### src/hdl/assert_macros.svh
// Assertion macros shared by the RTL
`ifndef ASSERT_MACROS_SVH
`define ASSERT_MACROS_SVH

`ifndef ASSERT_OFF

`define ASSERT_IMPL(label, ck, rn, ante, cons) \
    label: assert property (@(posedge ck) disable iff (!rn) (ante) |-> (cons)) \
        else $error("assertion failed");

`define ASSERT_NEXT(label, ck, rn, ante, cons) \
    label: assert property (@(posedge ck) disable iff (!rn) (ante) |=> (cons)) \
        else $error("assertion failed");

`else

`define ASSERT_IMPL(label, ck, rn, ante, cons)

`define ASSERT_NEXT(label, ck, rn, ante, cons)

`endif

`endif

### src/hdl/u8d_pkg.sv
`default_nettype none

package u8d_pkg;

    localparam int COUNT_WIDTH = 32;
    localparam int MAX_ITEMS   = 4;
    localparam int ITEM_CNT_W  = $clog2(MAX_ITEMS + 1);
    localparam int ITEM_IDX_W  = $clog2(MAX_ITEMS);
    localparam int HELD_DEPTH  = 3;

    localparam int QUEUE_DEPTH = 2;
    localparam int QUEUE_PTR_W = (QUEUE_DEPTH > 1) ? $clog2(QUEUE_DEPTH) : 1;
    localparam int QUEUE_CNT_W = $clog2(QUEUE_DEPTH + 1);

    localparam logic [7:0] ASCII_MAX  = 8'h7F;
    localparam logic [7:0] LEAD2_MASK = 8'hE0;
    localparam logic [7:0] LEAD2_TAG  = 8'hC0;
    localparam logic [7:0] LEAD3_MASK = 8'hF0;
    localparam logic [7:0] LEAD3_TAG  = 8'hE0;
    localparam logic [7:0] LEAD4_MASK = 8'hF8;
    localparam logic [7:0] LEAD4_TAG  = 8'hF0;
    localparam logic [7:0] CONT_MASK  = 8'hC0;
    localparam logic [7:0] CONT_TAG   = 8'h80;
    localparam logic [7:0] CONT_BITS  = 8'h3F;
    localparam logic [7:0] LEAD2_BITS = 8'h1F;
    localparam logic [7:0] LEAD3_BITS = 8'h0F;
    localparam logic [7:0] LEAD4_BITS = 8'h07;

    localparam logic [2:0] LEN_BAD = 3'd0;
    localparam logic [2:0] LEN_1   = 3'd1;
    localparam logic [2:0] LEN_2   = 3'd2;
    localparam logic [2:0] LEN_3   = 3'd3;
    localparam logic [2:0] LEN_4   = 3'd4;

    typedef struct packed {
        logic        bad;
        logic [7:0]  raw;
        logic [20:0] cp;
        logic [2:0]  len;
    } item_t;

    typedef struct packed {
        item_t [MAX_ITEMS-1:0]   items;
        logic [ITEM_CNT_W-1:0]   count;
        logic                    eot;
    } job_t;

    function automatic logic [2:0] lead_length(input logic [7:0] b);
        logic [2:0] len;
        if (b <= ASCII_MAX)
            len = LEN_1;
        else if ((b & LEAD2_MASK) == LEAD2_TAG)
            len = LEN_2;
        else if ((b & LEAD3_MASK) == LEAD3_TAG)
            len = LEN_3;
        else if ((b & LEAD4_MASK) == LEAD4_TAG)
            len = LEN_4;
        else
            len = LEN_BAD;
        return len;
    endfunction

    function automatic logic [20:0] decode_cp(
        input logic [2:0] exp_len,
        input logic [7:0] b0,
        input logic [7:0] b1,
        input logic [7:0] b2,
        input logic [7:0] b
    );
        logic [20:0] cp;
        logic [7:0]  m0;
        logic [7:0]  m1;
        logic [7:0]  m2;
        logic [7:0]  mb;
        m1 = b1 & CONT_BITS;
        m2 = b2 & CONT_BITS;
        mb = b & CONT_BITS;
        if (exp_len == LEN_2) begin
            m0 = b0 & LEAD2_BITS;
            cp = {10'd0, m0[4:0], mb[5:0]};
        end
        else if (exp_len == LEN_3) begin
            m0 = b0 & LEAD3_BITS;
            cp = {5'd0, m0[3:0], m1[5:0], mb[5:0]};
        end
        else begin
            m0 = b0 & LEAD4_BITS;
            cp = {m0[2:0], m1[5:0], m2[5:0], mb[5:0]};
        end
        return cp;
    endfunction

endpackage

`default_nettype wire

### src/hdl/u8d_byte_if.sv
`default_nettype none

interface u8d_byte_if;
    logic       valid;
    logic       ready;
    logic [7:0] in_byte;
    logic       end_of_text;

    modport source (output valid, output in_byte, output end_of_text, input ready);
    modport sink (input valid, input in_byte, input end_of_text, output ready);
endinterface

`default_nettype wire

### src/hdl/u8d_char_if.sv
`default_nettype none

interface u8d_char_if;
    logic        valid;
    logic        ready;
    logic [20:0] code_point;
    logic [2:0]  seq_bytes;
    logic        bad_byte_flag;
    logic [7:0]  raw_byte;
    logic [31:0] char_index;
    logic        all_valid;
    logic        last_item;

    modport source (
        output valid, output code_point, output seq_bytes, output bad_byte_flag,
        output raw_byte, output char_index, output all_valid, output last_item,
        input ready
    );
    modport sink (
        input valid, input code_point, input seq_bytes, input bad_byte_flag,
        input raw_byte, input char_index, input all_valid, input last_item,
        output ready
    );
endinterface

`default_nettype wire

### src/hdl/u8d_front.sv
`default_nettype none
`include "assert_macros.svh"

module u8d_front (
    input  wire logic    clk,
    input  wire logic    rst_n,
    u8d_byte_if.sink     bytes,
    output u8d_pkg::job_t push_data,
    output logic         push_valid,
    input  wire logic    push_ready
);
    import u8d_pkg::*;

    logic [7:0] held_reg [HELD_DEPTH];
    logic [7:0] held_next [HELD_DEPTH];
    logic [1:0] held_count_reg;
    logic [1:0] held_count_next;
    logic [2:0] exp_len_reg;
    logic [2:0] exp_len_next;

    logic                  accept;
    logic                  is_cont;
    logic [2:0]            len;
    logic [ITEM_CNT_W-1:0] n;
    job_t                  job;

    assign accept       = bytes.valid && push_ready;
    assign bytes.ready  = push_ready;
    assign is_cont      = (bytes.in_byte & CONT_MASK) == CONT_TAG;

    always_comb
    begin
        job             = '0;
        n               = '0;
        held_next       = held_reg;
        held_count_next = held_count_reg;
        exp_len_next    = exp_len_reg;
        len             = lead_length(bytes.in_byte);
        if (held_count_reg != 2'd0 && is_cont)
        begin
            if (3'(held_count_reg) + 3'd1 >= exp_len_reg)
            begin
                job.items[n[ITEM_IDX_W-1:0]] = '{bad: 1'b0, raw: held_reg[0],
                    cp: decode_cp(exp_len_reg, held_reg[0], held_reg[1], held_reg[2],
                                  bytes.in_byte),
                    len: exp_len_reg};
                n               = n + 1'b1;
                held_count_next = 2'd0;
                exp_len_next    = 3'd0;
            end
            else if (held_count_reg != 2'd3)
            begin
                held_next[held_count_reg] = bytes.in_byte;
                held_count_next           = held_count_reg + 2'd1;
            end
        end
        else
        begin
            for (int i = 0; i < HELD_DEPTH; i++)
            begin
                if (2'(i) < held_count_reg)
                begin
                    job.items[n[ITEM_IDX_W-1:0]] = '{bad: 1'b1, raw: held_reg[i],
                                                     cp: 21'd0, len: LEN_1};
                    n = n + 1'b1;
                end
            end
            held_count_next = 2'd0;
            exp_len_next    = 3'd0;
            if (len == LEN_1)
            begin
                job.items[n[ITEM_IDX_W-1:0]] = '{bad: 1'b0, raw: bytes.in_byte,
                                                 cp: {13'd0, bytes.in_byte}, len: LEN_1};
                n = n + 1'b1;
            end
            else if (len == LEN_BAD)
            begin
                job.items[n[ITEM_IDX_W-1:0]] = '{bad: 1'b1, raw: bytes.in_byte,
                                                 cp: 21'd0, len: LEN_1};
                n = n + 1'b1;
            end
            else
            begin
                held_next[0]    = bytes.in_byte;
                held_count_next = 2'd1;
                exp_len_next    = len;
            end
        end
        if (bytes.end_of_text)
        begin
            for (int i = 0; i < HELD_DEPTH; i++)
            begin
                if (2'(i) < held_count_next)
                begin
                    job.items[n[ITEM_IDX_W-1:0]] = '{bad: 1'b1, raw: held_next[i],
                                                     cp: 21'd0, len: LEN_1};
                    n = n + 1'b1;
                end
            end
            held_count_next = 2'd0;
            exp_len_next    = 3'd0;
        end
        job.count = n;
        job.eot   = bytes.end_of_text;
    end

    assign push_data  = job;
    assign push_valid = accept && (n != '0);

    always_ff @(posedge clk or negedge rst_n)
    begin
        if (!rst_n)
        begin
            held_count_reg <= 2'd0;
            exp_len_reg    <= 3'd0;
        end
        else if (accept)
        begin
            held_count_reg <= held_count_next;
            exp_len_reg    <= exp_len_next;
        end
    end

    always_ff @(posedge clk)
    begin
        if (accept)
            held_reg <= held_next;
    end

    `ASSERT_IMPL(a_idle_no_len, clk, rst_n, held_count_reg == 2'd0, exp_len_reg == 3'd0)
    `ASSERT_IMPL(a_held_short, clk, rst_n, held_count_reg != 2'd0, 3'(held_count_reg) < exp_len_reg)
    `ASSERT_NEXT(a_eot_clears, clk, rst_n, accept && bytes.end_of_text, held_count_reg == 2'd0)

endmodule

`default_nettype wire

### src/hdl/u8d_queue.sv
`default_nettype none
`include "assert_macros.svh"

module u8d_queue (
    input  wire logic          clk,
    input  wire logic          rst_n,
    input  wire logic          push_valid,
    output logic               push_ready,
    input  wire u8d_pkg::job_t push_data,
    output logic               pop_valid,
    input  wire logic          pop_ready,
    output u8d_pkg::job_t      pop_data
);
    import u8d_pkg::*;

    job_t                   mem [QUEUE_DEPTH];
    logic [QUEUE_PTR_W-1:0] wr_ptr_reg;
    logic [QUEUE_PTR_W-1:0] rd_ptr_reg;
    logic [QUEUE_CNT_W-1:0] count_reg;
    logic                   do_push;
    logic                   do_pop;

    localparam logic [QUEUE_PTR_W-1:0] PTR_LAST = QUEUE_PTR_W'(QUEUE_DEPTH - 1);
    localparam logic [QUEUE_CNT_W-1:0] CNT_FULL = QUEUE_CNT_W'(QUEUE_DEPTH);

    assign push_ready = count_reg != CNT_FULL;
    assign pop_valid  = count_reg != '0;
    assign pop_data   = mem[rd_ptr_reg];
    assign do_push    = push_valid && push_ready;
    assign do_pop     = pop_valid && pop_ready;

    always_ff @(posedge clk)
    begin
        if (do_push)
            mem[wr_ptr_reg] <= push_data;
    end

    always_ff @(posedge clk or negedge rst_n)
    begin
        if (!rst_n)
        begin
            wr_ptr_reg <= '0;
            rd_ptr_reg <= '0;
            count_reg  <= '0;
        end
        else
        begin
            if (do_push)
                wr_ptr_reg <= (wr_ptr_reg == PTR_LAST) ? '0 : wr_ptr_reg + 1'b1;
            if (do_pop)
                rd_ptr_reg <= (rd_ptr_reg == PTR_LAST) ? '0 : rd_ptr_reg + 1'b1;
            if (do_push && !do_pop)
                count_reg <= count_reg + 1'b1;
            else if (do_pop && !do_push)
                count_reg <= count_reg - 1'b1;
        end
    end

    `ASSERT_IMPL(a_count_bound, clk, rst_n, 1'b1, count_reg <= CNT_FULL)
    `ASSERT_IMPL(a_pop_not_empty, clk, rst_n, do_pop, count_reg != '0)
    `ASSERT_IMPL(a_push_not_full, clk, rst_n, do_push, count_reg != CNT_FULL)

endmodule

`default_nettype wire

### src/hdl/u8d_back.sv
`default_nettype none
`include "assert_macros.svh"

module u8d_back (
    input  wire logic          clk,
    input  wire logic          rst_n,
    input  wire logic          job_valid,
    output logic               job_ready,
    input  wire u8d_pkg::job_t job,
    u8d_char_if.source         chars
);
    import u8d_pkg::*;

    logic [ITEM_IDX_W-1:0]  idx_reg;
    logic [ITEM_IDX_W-1:0]  idx_next;
    logic [COUNT_WIDTH-1:0] counter_reg;
    logic [COUNT_WIDTH-1:0] counter_next;
    logic                   valid_so_far_reg;
    logic                   valid_so_far_next;
    logic                   out_valid_reg;
    logic                   out_valid_next;

    logic [20:0] cp_reg;
    logic [2:0]  len_reg;
    logic        bad_reg;
    logic [7:0]  raw_reg;
    logic [31:0] index_reg;
    logic        all_valid_reg;
    logic        last_reg;

    item_t cur;
    logic  advance;
    logic  is_last;

    assign cur       = job.items[idx_reg];
    assign advance   = job_valid && (!out_valid_reg || chars.ready);
    assign is_last   = ITEM_CNT_W'(idx_reg) + 1'b1 == job.count;
    assign job_ready = advance && is_last;

    always_comb
    begin
        idx_next          = idx_reg;
        counter_next      = counter_reg;
        valid_so_far_next = valid_so_far_reg;
        out_valid_next    = out_valid_reg;
        if (advance)
        begin
            out_valid_next = 1'b1;
            idx_next       = is_last ? '0 : idx_reg + 1'b1;
            if (is_last && job.eot)
            begin
                counter_next      = '0;
                valid_so_far_next = 1'b1;
            end
            else
            begin
                counter_next      = counter_reg + 1'b1;
                valid_so_far_next = valid_so_far_reg && !cur.bad;
            end
        end
        else if (chars.ready)
        begin
            out_valid_next = 1'b0;
        end
    end

    always_ff @(posedge clk or negedge rst_n)
    begin
        if (!rst_n)
        begin
            idx_reg          <= '0;
            counter_reg      <= '0;
            valid_so_far_reg <= 1'b1;
            out_valid_reg    <= 1'b0;
        end
        else
        begin
            idx_reg          <= idx_next;
            counter_reg      <= counter_next;
            valid_so_far_reg <= valid_so_far_next;
            out_valid_reg    <= out_valid_next;
        end
    end

    always_ff @(posedge clk)
    begin
        if (advance)
        begin
            cp_reg        <= cur.cp;
            len_reg       <= cur.len;
            bad_reg       <= cur.bad;
            raw_reg       <= cur.raw;
            index_reg     <= 32'(counter_reg);
            all_valid_reg <= valid_so_far_reg && !cur.bad;
            last_reg      <= is_last;
        end
    end

    assign chars.valid         = out_valid_reg;
    assign chars.code_point    = cp_reg;
    assign chars.seq_bytes     = len_reg;
    assign chars.bad_byte_flag = bad_reg;
    assign chars.raw_byte      = raw_reg;
    assign chars.char_index    = index_reg;
    assign chars.all_valid     = all_valid_reg;
    assign chars.last_item     = last_reg;

    `ASSERT_IMPL(a_bad_clears_valid, clk, rst_n, out_valid_reg && bad_reg, !all_valid_reg)
    `ASSERT_IMPL(a_idx_in_job, clk, rst_n, job_valid, ITEM_CNT_W'(idx_reg) < job.count)
    `ASSERT_NEXT(a_hold_on_stall, clk, rst_n, out_valid_reg && !chars.ready, out_valid_reg && $stable(cp_reg))

endmodule

`default_nettype wire

### src/hdl/utf8_stream_decoder.sv
// UTF-8 stream decoder.
// bytes: one raw byte per beat, with end_of_text set on the final byte of a string.
// chars: one beat per decoded character or per undecodable byte; last_item marks
//   the final beat caused by one input byte. A byte may cause zero to four beats.
// The front stage classifies each byte against the held partial sequence and
//   posts a job of up to four result items into a two-entry job queue; the back
//   stage plays each job out into the output register, one item per cycle unless chars
//   stalls, and keeps the running char_index and the sticky all_valid flag.
// Path: each byte's results are written into the job queue, then taken by the back
//   stage into its output register, from which chars reads them.
// Throughput: one byte per cycle while each byte yields at most one result and chars
//   is ready; a byte with several results holds the back stage until all are played out.
// Reset: no bytes held, char_index restarts at 0, all_valid at 1, output empty.
// When chars stalls, the output register holds its beat, the job queue fills,
//   and bytes.ready drops once the queue is full; nothing is lost.
`default_nettype none

module utf8_stream_decoder (
    input  wire logic  clk,
    input  wire logic  rst_n,
    u8d_byte_if.sink   bytes,
    u8d_char_if.source chars
);
    import u8d_pkg::*;

    job_t push_data;
    logic push_valid;
    logic push_ready;
    job_t pop_data;
    logic pop_valid;
    logic pop_ready;

    u8d_front u_front (
        .clk        (clk),
        .rst_n      (rst_n),
        .bytes      (bytes),
        .push_data  (push_data),
        .push_valid (push_valid),
        .push_ready (push_ready)
    );

    u8d_queue u_queue (
        .clk        (clk),
        .rst_n      (rst_n),
        .push_valid (push_valid),
        .push_ready (push_ready),
        .push_data  (push_data),
        .pop_valid  (pop_valid),
        .pop_ready  (pop_ready),
        .pop_data   (pop_data)
    );

    u8d_back u_back (
        .clk       (clk),
        .rst_n     (rst_n),
        .job_valid (pop_valid),
        .job_ready (pop_ready),
        .job       (pop_data),
        .chars     (chars)
    );

endmodule

`default_nettype wire

### src/flat_wrapper.sv
// flat-port wrapper written by rule: the top's interface ports become plain ports
module utf8_stream_decoder_flat import u8d_pkg::*;
  (clk, rst_n, bytes_valid, bytes_in_byte, bytes_end_of_text, bytes_ready, chars_valid, chars_code_point, chars_seq_bytes, chars_bad_byte_flag, chars_raw_byte, chars_char_index, chars_all_valid, chars_last_item, chars_ready);
  u8d_byte_if bytes_i ();
  u8d_char_if chars_i ();
  input  wire logic clk;
  input  wire logic rst_n;
  input wire logic [$bits(bytes_i.valid)-1:0] bytes_valid;
  input wire logic [$bits(bytes_i.in_byte)-1:0] bytes_in_byte;
  input wire logic [$bits(bytes_i.end_of_text)-1:0] bytes_end_of_text;
  output wire logic [$bits(bytes_i.ready)-1:0] bytes_ready;
  output wire logic [$bits(chars_i.valid)-1:0] chars_valid;
  output wire logic [$bits(chars_i.code_point)-1:0] chars_code_point;
  output wire logic [$bits(chars_i.seq_bytes)-1:0] chars_seq_bytes;
  output wire logic [$bits(chars_i.bad_byte_flag)-1:0] chars_bad_byte_flag;
  output wire logic [$bits(chars_i.raw_byte)-1:0] chars_raw_byte;
  output wire logic [$bits(chars_i.char_index)-1:0] chars_char_index;
  output wire logic [$bits(chars_i.all_valid)-1:0] chars_all_valid;
  output wire logic [$bits(chars_i.last_item)-1:0] chars_last_item;
  input wire logic [$bits(chars_i.ready)-1:0] chars_ready;
  assign bytes_i.valid = bytes_valid;
  assign bytes_i.in_byte = bytes_in_byte;
  assign bytes_i.end_of_text = bytes_end_of_text;
  assign bytes_ready = bytes_i.ready;
  assign chars_valid = chars_i.valid;
  assign chars_code_point = chars_i.code_point;
  assign chars_seq_bytes = chars_i.seq_bytes;
  assign chars_bad_byte_flag = chars_i.bad_byte_flag;
  assign chars_raw_byte = chars_i.raw_byte;
  assign chars_char_index = chars_i.char_index;
  assign chars_all_valid = chars_i.all_valid;
  assign chars_last_item = chars_i.last_item;
  assign chars_i.ready = chars_ready;
  utf8_stream_decoder u_core (.clk(clk), .rst_n(rst_n), .bytes(bytes_i), .chars(chars_i));
endmodule
### config.mk
export PLATFORM = sky130hd
export DESIGN_NAME = utf8_stream_decoder_flat
export DESIGN_NICKNAME = d
export VERILOG_FILES = /design/src/hdl/u8d_pkg.sv /design/src/hdl/u8d_byte_if.sv /design/src/hdl/u8d_char_if.sv /design/src/hdl/u8d_front.sv /design/src/hdl/u8d_queue.sv /design/src/hdl/u8d_back.sv /design/src/hdl/utf8_stream_decoder.sv /design/src/flat_wrapper.sv
export VERILOG_INCLUDE_DIRS = /design/src /design/src/hdl
export SDC_FILE = /design/constraint.sdc
export NUM_CORES = 1
export LEC_CHECK = 0
export ABC_AREA = 1
export ABC_CLOCK_PERIOD_IN_PS = 10730
export BUFFER_PORTS_ARGS = -buffer_cell sky130_fd_sc_hd__buf_2
export CORE_ASPECT_RATIO = 1.2
export CORE_MARGIN = 4
export CORE_UTILIZATION = 45
export DETAILED_ROUTE_END_ITERATION = 12
export SETUP_SLACK_MARGIN = 0.2
export SYNTH_ARGS = -nofsm -noshare
export SYNTH_HDL_FRONTEND = slang
export SYNTH_SLANG_ARGS = --single-unit
### constraint.sdc
create_clock -name clk -period 10.73 [get_ports clk]
set_clock_uncertainty 0.1 [all_clocks]
set_input_delay 2.146 -clock clk [delete_from_list [all_inputs] [get_ports clk]]
set_output_delay 2.146 -clock clk [all_outputs]
set_load 0.005 [all_outputs]
==> impl_metrics.tcl, run 1 <==
set metrics [dict create \
    worst_slew_pin_slew_ns 1.15 \
    largest_reg_flops 182 \
    synth_top_area_share_pct 50.7 \
    fin_ws_ns 2.51 \
    finalHoldViolCount 0 \
    max_stage_delay_ns 0.63 \
    seq_power_share_pct 39.9 \
    min_period_over_period_pct 76.6 \
    num_vias 13100 \
    synth.distinct_cells 54 \
    dieArea_um2 39000 \
    hpwl_um 36200 \
    synth_area_leaders "edfxtp_1 51%, nand2_1 7.3%, dfrtp_1 6.8%, o21ai_0 6.4%, nor2_1 6.1%" \
    clock_sinks 318 \
    p_sw_uw 2090 \
    start_util_pct 45.9 \
    cts-root-buf "clkbuf_16" \
    cts_resized 0 \
    cts_buffers 31 \
    worstPathArrival_ns 8.33 \
    final_max_slew_viol_count 0 \
    synth_flop_cell "edfxtp_1" \
    overflow 0 \
    yosysWarnings 0 \
    path_class "in -> reg" \
    grt_usage_pct 25.6 \
    yosysMostFrequentCell "nand2_1" \
    first_iter_violations 1318 \
    worstPathRequired_ns 10.84 \
    min_period_ns 8.22 \
    outcome "finished clean" \
    clockPowerShare_pct 22.1 \
    max_freq_mhz 122 \
    row_count 75 \
    async_flop_share_pct 14.2 \
    ctsHoldBuffers 0 \
    core_um2 35200 \
    ys_seq_area_share_pct 57.7 \
    cts_buffer_depth 3 \
    grt_pass1_wl_um 77500 \
    viasPerCell 5.72 \
    grt_max_degree 103 \
    crit_path_end_kind "register" \
    die_h_um 216 \
    synth_top_cells_by_count "316 x nand2_1, 273 x edfxtp_1, 261 x nor2_1, 207 x o21ai_0, 148 x inv_1" \
    timing.hold.ws_ns 0.367 \
    avgSynthCellArea_um2 9.19 \
    area_delta_synth_final_pct 11.9 \
    intPower_uw 3200 \
    fin_nets 1851 \
    final_antenna_net_count 0 \
    synth_edf_count 273 \
    preCtsSetupSlack_ns 2.03 \
    routed_wl_um 51000 \
    yosys.area.top_type "edfxtp_1" \
    critPathMaxFanout 75 \
    path_clk_slew_ns 0.06 \
    synth_seq_cells 318 \
    start_kind "primary input" \
    synth_area_um2 16200 \
    power.density_nw_per_um2 292 \
    htree_levels 1 \
    dr.pass1.iters 6 \
    io_pins 82 \
    power_leakage_uw 0.00733 \
    cpMostUsedCell "nand2_1" \
    place_inst 2239 \
    drive_gt1_share_pct 10.7 \
    syn_inst 1758 \
    setup-violations-final 0 \
    grt_pass1_vias 12500 \
    cts_setup_buffers 0 \
    drv_cap 0 \
    io_buffers 81 \
    hold_path_class "reg -> reg" \
    stdcell_count 2298 \
    antenna_found_initial 2 \
    ir_drop_uv 171 \
    drc 0 \
    die_w_um 181 \
    slew-limit-headroom_pct 23.4 \
    slowest_stage "nand2_2" \
    routedWlPerCell_um 22.2 \
    pwr-share-comb_pct 38.0 \
    p_sw_share_pct 39.5 \
    rsz0062_at_grt "false" \
    gp_congestion 1.03 \
    clock_latency_ns 0.57 \
    setup-tns-final_ns 0 \
    cts_tree "built" \
]
==> power groups by stage <==
stage,combinational (uW),sequential (uW),clock [uW]
2_1_floorplan,1260,2120,0
3_3_place_gp,1980,2120,0
3_5_place_dp,2000,2130,0
4_1_cts,2000,2110,1190
5_1_grt,2230,2140,1250
6_report,2010,2110,1170
==> layout make-up <==
type | count | area (um^2)
diodes | 1 | 2.50
clock buffers | 38 | 842
clock inverters | 20 | 265
fillers | 3296 | 17100
inverters | 162 | 614
multi-input cells | 1199 | 5900
flip-flops and latches | 318 | 9330
well taps | 462 | 578
repair buffers | 98 | 546
==> per-layer routing <==
layer	track usage (%)	part of all wire [%]
met4	10.4	4.5
met5	0	0.039
met3	3.28	6.1
met1	35.1	43
met2	41.4	47
==> worst max-delay path: cells and delay by family <==
kind	cells	cell delay [ns]
buffers and inverters	9	2.04
adders and majority gates	3	0.81
and+or+nand+nor	13	2.68
AOI/OAI and AO/OA	4	0.55
==> metrics by stage <==
stage               utilization (%)  total power, uW  cell area [um^2]
CTS                            51.4             5300             18100
global placement               48.2             4110             17000
finish                         51.4             5280             18100
global route                   51.4             5620             18100
floorplan                         -             3380             16200
detailed placement             48.2             4130             17000
==> layout by cell type (no fill, tap or decap), types with 7 or more instances in the layout <==
cell,netlist,final
nand2_1,316,316
edfxtp_1,273,273
nor2_1,261,260
o21ai_0,207,206
inv_1,148,147
a21oi_1,90,90
buf_2,14,81
nand3_1,72,72
dfrtp_1,44,43
nor3_1,32,32
clkbuf_16,0,31
ha_1,28,28
o22ai_1,27,27
o21ai_1,21,22
nand4_1,20,20
a31oi_1,19,19
buf_4,2,16
a211oi_1,12,12
inv_2,9,10
o211ai_1,10,10
xor2_1,9,9
o21ai_2,8,8
or2_2,8,8
o31ai_1,8,8
clkinv_2,0,7
nor4_1,7,7
==> kinds of logic after synthesis <==
| group | share of synthesized area (%) |
|---|---|
| buffers and inverters | 5.93 |
| AO/OA/AOI/OAI | 14.4 |
| XOR/XNOR | 0.705 |
| AND/OR/NAND/NOR | 19.0 |
| adder cells (fa/ha/maj) | 2.17 |
| flip-flops | 57.7 |
| other | 0.0232 |
==> worst paths after layout <==
check | depth (start not counted) | from | endpoint | slack [ns]
min in group asynchronous | 2 | rst_n | u_core.u_front.held_count_reg[0] | 1.56
max | 29 | bytes_in_byte[7] | u_core.u_queue.mem[1][132] | 2.51
min | 2 | u_core.u_back.valid_so_far_reg | u_core.u_back.valid_so_far_reg | 0.37
max in group asynchronous | 2 | rst_n | u_core.u_queue.rd_ptr_reg | 8.49
min reg2reg | 2 | u_core.u_back.valid_so_far_reg | u_core.u_back.valid_so_far_reg | 0.37
max reg2reg | 28 | u_core.u_front.held_count_reg[1] | u_core.u_queue.mem[1][132] | 3.80
No activity file was read; power rests on OpenSTA's default activity.
==> inputs of run 2 (changes only) <==
Settings changed: ABC_CLOCK_PERIOD_IN_PS 10730 to 6650.
Clock period 10.73 ns to 6.65 ns, I/O delays scaled along.
==> impl_metrics.tcl, run 2 (synthesis results as in run 1) <==
set metrics [dict create \
    row_count 75 \
    final_max_slew_viol_count 0 \
    path_class "in -> reg" \
    crit_path_end_kind "register" \
    postLayoutCellArea_um2 18200 \
    regToRegEndpoint "u_core.u_queue.count_reg[1]" \
    worstRegToRegCells 30 \
    final_cell_mix "316 x nand2_1, 273 x edfxtp_1, 260 x nor2_1" \
    core_um2 35200 \
    start_util_pct 45.9 \
    grt_pass1_wl_um 77100 \
    hold_path_class "reg -> reg" \
    routedWlPerCell_um 22.1 \
    finalPower_uw 8530 \
    min_path_cells 0 \
    cts_buffer_depth 3 \
    fin_ws_ns 0.974 \
    finish.utilization_pct 51.6 \
    antenna_found_initial 0 \
    largest_reg_flops 182 \
    clock_sinks 318 \
    slew-limit-headroom_pct 32.0 \
    fin_nets 1869 \
    ir_drop_uv 226 \
    max_freq_mhz 176 \
    start_kind "primary input" \
    power.density_nw_per_um2 469 \
    drive_gt1_share_pct 11.2 \
    path_clk_slew_ns 0.06 \
    overflow 0 \
    preCtsSetupSlack_ns 0.467 \
    final_common_cell "nand2_1" \
    area_delta_synth_final_pct 12.5 \
    dieArea_um2 39000 \
    outcome "finished clean" \
    rrSetupSlack_ns 0.99 \
    clock_latency_ns 0.52 \
    cts-root-buf "clkbuf_16" \
    grt_max_degree 92 \
    worst_slew_pin_slew_ns 1.01 \
    io_buffers 81 \
    cts_buffers 34 \
    rr_startpoint "u_core.u_front.held_count_reg[1]" \
    finalHoldViolCount 0 \
    critPathMaxFanout 12 \
    ctsHoldBuffers 0 \
    rsz0062_at_grt "false" \
    grt_usage_pct 25.6 \
    die_w_um 181 \
    worstPathRequired_ns 6.95 \
    cts_setup_buffers 0 \
    min_period_over_period_pct 85.4 \
    dr.pass1.iters 5 \
    cts_resized 0 \
    power_leakage_uw 0.00738 \
    hpwl_um 36200 \
    die_h_um 216 \
    setup-violations-final 0 \
    viasPerCell 5.73 \
    worstPathArrival_ns 5.98 \
    cp-startpoint "bytes_in_byte[6]" \
    setup-tns-final_ns 0 \
    final_antenna_net_count 0 \
    grt_pass1_vias 12800 \
    dpl_cell_area_um2 17100 \
    cts_tree "built" \
    min_period_ns 5.68 \
    routed_wl_um 51100 \
    gp_congestion 1.04 \
    hold_start "u_core.u_back.counter_reg[6]" \
    io_pins 82 \
    first_iter_violations 1188 \
    drv_cap 0 \
    htree_levels 2 \
    hold_end "u_core.u_back.chars.char_index[6]" \
    drc 0 \
    num_vias 13300 \
]
## run 2: cell types whose count changed in the layout (fill, tap and decap cells not counted), sizes merged
cell / before / now
buf: 98 / 113
bufinv: 6 / 2
clkbuf: 38 / 42
clkinvlp: 2 / 4
## run 2: how the worst max path moves through the flow
stage	end	cells past startpoint
2_1_floorplan	u_core.u_queue.mem[1][0]	27
3_3_place_gp	u_core.u_queue.count_reg[1]	28
3_5_place_dp	u_core.u_queue.count_reg[1]	28
4_1_cts	u_core.u_queue.count_reg[1]	30
5_1_grt	u_core.u_queue.count_reg[1]	30
6_report	u_core.u_queue.count_reg[1]	28
## run 2: metrics by stage
| step | hold slack (ns) | std cells |
|---|---|---|
| floorplan | 0.325 | 1763 |
| global placement | 0.339 | 2254 |
| detailed placement | 0.336 | 2254 |
| CTS | 0.347 | 2314 |
| global route | 0.375 | 2314 |
| finish | 0.347 | 2315 |
## run 2: per-layer routing
layer / wire [um] / GRT usage (%)
met5: 0 / 0
met3: 3190 / 4.11
met1: 21500 / 34.0
met2: 23300 / 40.5
met4: 3130 / 13.8
## run 2: cell type report
cell class                 count  area, um^2
sequential                   318        9330
timing repair buffer         113         671
clock buffer                  42         922
fill                        3326       17000
tap                          462         578
clock inverter                18         154
inverter                     162         617
multi-input combinational   1199        5900
antenna                        1        2.50
## run 2: critical path, stage by stage
cell and delay [ns]:
buf_2 0.17, nor3_4 0.63, nand4_4 0.25, nand2_1 0.22
nand2_1 0.09, o21ai_2 0.10, inv_1 0.09, ha_1 0.29
inv_1 0.05, nand2_1 0.06, nand2_1 0.14, ha_1 0.25
or2_1 0.25, nand2_1 0.12, inv_1 0.07, ha_1 0.19
inv_1 0.07, o211ai_1 0.08, nand2_1 0.09, nand3_1 0.08
nand3_1 0.12, nand2_1 0.10, o21ai_1 0.34, inv_1 0.09
ha_1 0.33, a21oi_1 0.11, o21ai_0 0.11, xnor2_1 0.13
## run 2: power by group
group          switching, uW  internal, uW
combinational           2370           927
clock                    775          1070
sequential               272          3120
